<file path="src/rtl/upd_pkg.sv">
`timescale 1ns / 1ps
// ----------------------------------------------------------------------------
// URI percent decoder package
// Shared types, character constants and hex helpers for the decoder.
// ----------------------------------------------------------------------------
package upd_pkg;

    // Character constants.
    localparam logic [7:0] PCT_CHAR   = 8'h25;
    localparam logic [7:0] CASE_BIT   = 8'h20;
    localparam logic [7:0] CHAR_0     = 8'h30;
    localparam logic [7:0] CHAR_9     = 8'h39;
    localparam logic [7:0] CHAR_LC_A  = 8'h61;
    localparam logic [7:0] CHAR_LC_F  = 8'h66;
    localparam logic [3:0] DEC_LIMIT  = 4'd10;

    // Most result beats one input beat can cause.
    localparam int unsigned RUN_DEPTH = 3;
    localparam int unsigned RUN_CNT_W = $clog2(RUN_DEPTH + 1);

    // Escape phase, one-hot.
    typedef enum logic [2:0] {
        PH_TEXT  = 3'b001,
        PH_PCT   = 3'b010,
        PH_DIGIT = 3'b100
    } phase_t;

    // One pending result beat.
    typedef struct packed {
        logic [7:0] data;
        logic       valid;
    } slot_t;

    // True if the byte is a hex digit in either case.
    function automatic logic is_hex(input logic [7:0] ch);
        logic [7:0] lc;
        lc = ch | CASE_BIT;
        return ((ch >= CHAR_0) && (ch <= CHAR_9)) ||
               ((lc >= CHAR_LC_A) && (lc <= CHAR_LC_F));
    endfunction

    // Value of a hex digit; only meaningful when is_hex() holds.
    function automatic logic [3:0] hex_value(input logic [7:0] ch);
        logic [7:0] lc;
        lc = ch | CASE_BIT;
        if ((ch >= CHAR_0) && (ch <= CHAR_9))
        begin
            return ch[3:0];
        end
        // 'a' is 0x61, so the low nibble plus nine gives ten.
        return lc[3:0] + 4'd9;
    endfunction

    // Lower-case hex character for a nibble.
    function automatic logic [7:0] nibble_char(input logic [3:0] n);
        if (n < DEC_LIMIT)
        begin
            return CHAR_0 | {4'h0, n};
        end
        return (CHAR_LC_A - {4'h0, DEC_LIMIT}) + {4'h0, n};
    endfunction

endpackage

</file>
<file path="src/rtl/uri_percent_decoder_top.sv">
`timescale 1ns / 1ps
// ----------------------------------------------------------------------------
// URI percent decoder
// Streaming decoder of %XX escapes with literal pass-through of bad escapes.
// ----------------------------------------------------------------------------
// Usage:
//   Input beats carry one URI byte (req_type 0) or an end-of-string marker
//   (req_type 1). Each input beat causes zero to three result beats; the last
//   beat of that group has run_last set, and the final beat of an end marker
//   has string_end set. A bare end marker yields one beat with byte_valid 0.
//   Results of a beat appear on the output in the cycle after it is
//   accepted. One input beat is taken per cycle while each beat causes at
//   most one result and out_ready stays high; a beat that causes more
//   results holds the input off while the output run register drains one
//   result per cycle on out_ready. The input is ready when the run register
//   is empty, or when its last result is taken in the same cycle.
//   If the receiver stalls, the run register holds. Beats that cause no
//   result are still taken, and the input stops once the run register holds
//   results.
//   Reset clears the escape state to plain text and empties the run register.
// ----------------------------------------------------------------------------
module uri_percent_decoder_top
    import upd_pkg::*;
(
    input  logic       clk,
    input  logic       rst_n,
    input  logic       in_valid,
    output logic       in_ready,
    input  logic       req_type,
    input  logic [7:0] in_byte,
    output logic       out_valid,
    input  logic       out_ready,
    output logic [7:0] out_byte,
    output logic       byte_valid,
    output logic       run_last,
    output logic       string_end
);

    phase_t                 phase_reg, phase_next;
    logic [3:0]             nibble_reg, nibble_next;
    logic [RUN_CNT_W-1:0]   cnt_reg, cnt_next;
    logic                   end_reg, end_next;
    slot_t                  slot_reg  [RUN_DEPTH];
    slot_t                  slot_next [RUN_DEPTH];

    logic                   in_fire;
    logic                   out_fire;
    logic                   hex_ok;
    logic [3:0]             hex_val;
    logic [RUN_CNT_W-1:0]   load_cnt;
    slot_t                  load_slot [RUN_DEPTH];

    // Handshake.
    assign out_valid = (cnt_reg != '0);
    assign out_fire  = out_valid && out_ready;
    assign in_ready  = (cnt_reg == '0) ||
                       ((cnt_reg == RUN_CNT_W'(1)) && out_ready);
    assign in_fire   = in_valid && in_ready;

    // Output beat comes from the head of the run register.
    assign out_byte   = slot_reg[0].data;
    assign byte_valid = slot_reg[0].valid;
    assign run_last   = (cnt_reg == RUN_CNT_W'(1));
    assign string_end = run_last && end_reg;

    assign hex_ok  = is_hex(in_byte);
    assign hex_val = hex_value(in_byte);

    // Decode one input beat into its run of results and the next escape state.
    always_comb
    begin
        load_cnt    = '0;
        end_next    = 1'b0;
        phase_next  = phase_reg;
        nibble_next = nibble_reg;
        for (int i = 0; i < RUN_DEPTH; i++)
        begin
            load_slot[i] = '{data: 8'h00, valid: 1'b1};
        end

        if (req_type)
        begin
            // End of string: flush any pending escape and return the escape state to plain text.
            end_next    = 1'b1;
            phase_next  = PH_TEXT;
            nibble_next = 4'h0;
            unique case (phase_reg)
                PH_PCT:
                begin
                    load_slot[0] = '{data: PCT_CHAR, valid: 1'b1};
                    load_cnt     = RUN_CNT_W'(1);
                end
                PH_DIGIT:
                begin
                    load_slot[0] = '{data: PCT_CHAR, valid: 1'b1};
                    load_slot[1] = '{data: nibble_char(nibble_reg), valid: 1'b1};
                    load_cnt     = RUN_CNT_W'(2);
                end
                default:
                begin
                    load_slot[0] = '{data: 8'h00, valid: 1'b0};
                    load_cnt     = RUN_CNT_W'(1);
                end
            endcase
        end
        else
        begin
            unique case (phase_reg)
                PH_PCT:
                begin
                    if (hex_ok)
                    begin
                        nibble_next = hex_val;
                        phase_next  = PH_DIGIT;
                    end
                    else
                    begin
                        // Bad first digit: pass '%' and the byte through.
                        load_slot[0] = '{data: PCT_CHAR, valid: 1'b1};
                        load_slot[1] = '{data: in_byte, valid: 1'b1};
                        load_cnt     = RUN_CNT_W'(2);
                        phase_next   = PH_TEXT;
                    end
                end
                PH_DIGIT:
                begin
                    phase_next = PH_TEXT;
                    if (hex_ok)
                    begin
                        load_slot[0] = '{data: {nibble_reg, hex_val}, valid: 1'b1};
                        load_cnt     = RUN_CNT_W'(1);
                    end
                    else
                    begin
                        // Bad second digit: '%', the first digit, then the byte.
                        load_slot[0] = '{data: PCT_CHAR, valid: 1'b1};
                        load_slot[1] = '{data: nibble_char(nibble_reg), valid: 1'b1};
                        load_slot[2] = '{data: in_byte, valid: 1'b1};
                        load_cnt     = RUN_CNT_W'(3);
                    end
                end
                default:
                begin
                    // Plain text.
                    phase_next = PH_TEXT;
                    if (in_byte == PCT_CHAR)
                    begin
                        phase_next = PH_PCT;
                    end
                    else
                    begin
                        load_slot[0] = '{data: in_byte, valid: 1'b1};
                        load_cnt     = RUN_CNT_W'(1);
                    end
                end
            endcase
        end
    end

    // Run register: load on input beat, otherwise shift on output beat.
    always_comb
    begin
        cnt_next = cnt_reg;
        for (int i = 0; i < RUN_DEPTH; i++)
        begin
            slot_next[i] = slot_reg[i];
        end
        if (in_fire)
        begin
            cnt_next = load_cnt;
            for (int i = 0; i < RUN_DEPTH; i++)
            begin
                slot_next[i] = load_slot[i];
            end
        end
        else if (out_fire)
        begin
            cnt_next = cnt_reg - RUN_CNT_W'(1);
            for (int i = 0; i < RUN_DEPTH - 1; i++)
            begin
                slot_next[i] = slot_reg[i + 1];
            end
        end
    end

    // Control state.
    always_ff @(posedge clk or negedge rst_n)
    begin
        if (!rst_n)
        begin
            phase_reg  <= PH_TEXT;
            nibble_reg <= 4'h0;
            cnt_reg    <= '0;
            end_reg    <= 1'b0;
        end
        else
        begin
            cnt_reg <= cnt_next;
            if (in_fire)
            begin
                phase_reg  <= phase_next;
                nibble_reg <= nibble_next;
                end_reg    <= end_next;
            end
        end
    end

    // Payload slots.
    always_ff @(posedge clk)
    begin
        for (int i = 0; i < RUN_DEPTH; i++)
        begin
            slot_reg[i] <= slot_next[i];
        end
    end

endmodule

</file>
<file path="config.mk">
export PLATFORM = sky130hd
export DESIGN_NAME = uri_percent_decoder_top
export DESIGN_NICKNAME = d
export VERILOG_FILES = /design/src/rtl/upd_pkg.sv /design/src/rtl/uri_percent_decoder_top.sv
export SDC_FILE = /design/constraint.sdc
export NUM_CORES = 1
export LEC_CHECK = 0
export BUFFER_PORTS_ARGS = -buffer_cell sky130_fd_sc_hd__buf_4
export CAP_MARGIN = 0
export CORE_ASPECT_RATIO = 1.2
export CORE_UTILIZATION = 63
export DETAILED_ROUTE_END_ITERATION = 8
export GPL_TIMING_DRIVEN = 0
export HOLD_SLACK_MARGIN = 0.08
export PLACE_DENSITY = 0.82
export SKIP_LAST_GASP = 1
export SLEW_MARGIN = 20
export SYNTH_ARGS = -nofsm -noshare
export SYNTH_HDL_FRONTEND = slang
export SYNTH_SLANG_ARGS = --single-unit
</file>
<file path="constraint.sdc">
create_clock -name clk -period 4.7 [get_ports clk]
set_input_delay 0 -clock clk [delete_from_list [all_inputs] [get_ports clk]]
set_output_delay 0 -clock clk [all_outputs]
set_load 0.05 [all_outputs]
</file>
==> results.sh <==
export IMPL_status="finished clean"
export IMPL_ioPinCount=26
export IMPL_synth_simple_area_share_pct=21.7
export IMPL_wl_per_cell_um=18.4
export IMPL_clockBufferDepth=2
export IMPL_ys_ff_latch=35
export IMPL_post_route_cells_drive_above_1_share_pct=23.8
export IMPL_ys_flop_type="edfxtp_1"
export IMPL_final_common_cell="buf_4"
export IMPL_hpwl_um=3910
export IMPL_netlist_area_sq_um=2260
export IMPL_rr_endpoint="slot_reg[0][0]"
export IMPL_cts_resized=0
export IMPL_reg2regPathDepth=7
export IMPL_grt_max_degree=22
export IMPL_drc_errors=0
export IMPL_clk_pin_slew_worst_paths_ns=0.08
export IMPL_place_inst=290
export IMPL_yosys_area_top_type_share_pct=33.3
export IMPL_synthesis_nets=248
export IMPL_post_route_period_util_pct=45.0
export IMPL_root_buffer="clkbuf_8"
export IMPL_rows=23
export IMPL_die_w_um=56.6
export IMPL_worst_setup_path_end_kind="flip-flop"
export IMPL_leakagePower_nw=1.08
export IMPL_first_iter_violations=89
export IMPL_numCtsBuffers=5
export IMPL_numPortBuffers=25
export IMPL_endpoint="slot_reg[0][0]"
export IMPL_place_gp_congestion=0.915
export IMPL_coreArea_sq_um=3370
export IMPL_ir_drop_mv=0.518
export IMPL_grt_use_total_pct=31.5
export IMPL_synth_largest_area_cell="edfxtp_1"
export IMPL_crit_arrival_ns=2.13
export IMPL_synth_area_leaders="edfxtp_1 33%, dfrtp_1 10%, nand2_1 4.3%"
export IMPL_synthArstFlopShare_pct=28.6
export IMPL_hold_buffers=4
export IMPL_cp_max_fo=17
export IMPL_drv_cap=0
export IMPL_grt_pass1_vias=1770
export IMPL_cp_startpoint="cnt_reg[0]"
export IMPL_synth_xor_area_share_pct=1.16
export IMPL_synthCells=228
export IMPL_period_minus_slack_ns=2.12
export IMPL_synth_cell_types=63
export IMPL_power_density_nw_per_um2=549
export IMPL_nets=284
export IMPL_cp_slowest_cell="dfrtp_1"
export IMPL_clock_sinks=35
export IMPL_ys_seq_area_share_pct=44.4
export IMPL_setup_viol=0
export IMPL_path_class="reg -> reg"
export IMPL_clock_skew_ns=0.00224
export IMPL_crit_path_max_incr_delay_ns=0.41
export IMPL_synth_top_family_by_area="simple AND/OR/NAND/NOR gates"
export IMPL_yosysWarnings=0
export IMPL_final_hold_viol_count=0
export IMPL_synth_compound_area_share_pct=20.3
export IMPL_htreeDepth=2
export IMPL_cts_tree="built"
export IMPL_post_cts_setup_buffers=0
export IMPL_fmax_mhz=472
export IMPL_die_h_um=67.6
export IMPL_start_util_pct=67.0
export IMPL_synth_mux_area_share_pct=1.61
export IMPL_ant_nets=0
export IMPL_dr_pass1_iters=4
export IMPL_grt_setup_unrepaired="no"
export IMPL_final_setup_tns_ns=0
export IMPL_wl_um=5560
export IMPL_critPathTopFamily="buffers and inverters"
export IMPL_path_depth=7
export IMPL_r2r_start="cnt_reg[0]"
export IMPL_vias=1936
export IMPL_crit_required_ns=4.71
export IMPL_finalNonFillerCells=302
export IMPL_synthAdderAreaFrac_pct=3.88
export IMPL_via_per_inst=6.41
export IMPL_crit_chain="inv_1 > ha_1 > a21o_1 > nand2_1 > inv_1 > buf_2 > nand3_1"
export IMPL_path_buf_inv=3
export IMPL_gr_total_overflow=0
export IMPL_insertion_delay_ns=0.29
export IMPL_reg2reg_slack_ns=2.58
export IMPL_final_cell_mix="33 x buf_4, 26 x nand2_1, 25 x edfxtp_1"
export IMPL_hp_class="in -> async"
export IMPL_relSlewSlack_pct=62.7
export IMPL_grt_pass1_wl_um=8870
export IMPL_worst_slew_pin_slew_ns=0.560
export IMPL_syn_to_final_growth_pct=17.1
export IMPL_crit_top_cell="inv_1"
export IMPL_postSynthAreaPerCell_sq_um=9.90
export IMPL_startpoint_type="flip-flop"
export IMPL_dieArea_sq_um=3830
export IMPL_maxSlewViolCount=0
export IMPL_largest_register_ffs=25
export IMPL_antenna_found_initial=0
export IMPL_diodes=0
export IMPL_synth_enable_flop_cells=25
synth_stat cells (all sizes together), types with 3 or more instances:
master / instances
ha: 7
o31ai: 5
clkbuf: 4
a22oi: 7
a21oi: 13
a21o: 3
nand3: 7
nor2b: 3
buf: 15
nor2: 16
o21ai: 10
nand2: 27
and2: 10
a32oi: 3
dfrtp: 9
edfxtp: 25
inv: 11
nor3: 6
power breakdown:
part	total (W)	internal [W]	switching, W
combinational	0.000660	0.000232	0.000428
sequential	0.000515	0.000464	0.0000508
clock	0.000275	0.000158	0.000118
kinds of logic after synthesis:
group                    after synthesis
multiplexers                           3
XOR/XNOR                               3
adder cells (fa/ha/maj)                7
AND/OR/NAND/NOR                       86
AO/OA/AOI/OAI                         64
buffers and inverters                 30
flip-flops                            35
how the worst min path moves through the flow:
stage,start,end,cells after the start
global placement,rst_n,phase_reg[1],1
floorplan,rst_n,cnt_reg[0],0
detailed placement,rst_n,phase_reg[2],1
global route,in_byte[4],slot_reg[0][23],2
finish,rst_n,phase_reg[1],2
CTS,rst_n,phase_reg[1],2
layout make-up:
type	count	area (sq um)
buffer	19	116
inverter	11	41.3
tap	37	46.3
multi-input combinational	163	1100
fill	244	723
timing repair buffer	29	228
clock buffer	5	68.8
sequential	35	1000
clock inverter	3	43.8
through the flow:
step | hold WS [ns] | util, % | worst slack, ns | power [W] | cell area (sq um)
final | 0.0868 | 78.5 | 2.58 | 0.00145 | 2640
after global routing | 0.0948 | 78.5 | 2.42 | 0.00152 | 2640
after CTS | 0.0812 | 78.5 | 2.62 | 0.00144 | 2640
after detailed placement | -0.161 | 74.0 | 2.63 | 0.00117 | 2490
after global placement | -0.164 | 74.0 | 2.64 | 0.00115 | 2490
after floorplan | -0.296 | - | 2.21 | 0.000992 | 2260
worst reg2reg max path, cell delays in order (launching register included):
cell	delay, ns
dfrtp_1	0.41
inv_1	0.07
ha_1	0.19
a21o_1	0.19
nand2_1	0.22
inv_1	0.24
buf_2	0.37
nand3_1	0.14
per-layer routing:
metal  vias to the layer above  part of all wire (%)  global-route usage (%)
met1                       887                    41                    40.1
met5                         -                     0                       0
met2                       114                    48                    52.6
li1                        910                     -                       -
met3                        25                   7.8                    4.21
met4                         0                   3.9                    16.5
No activity file was read; power rests on OpenSTA's default activity.
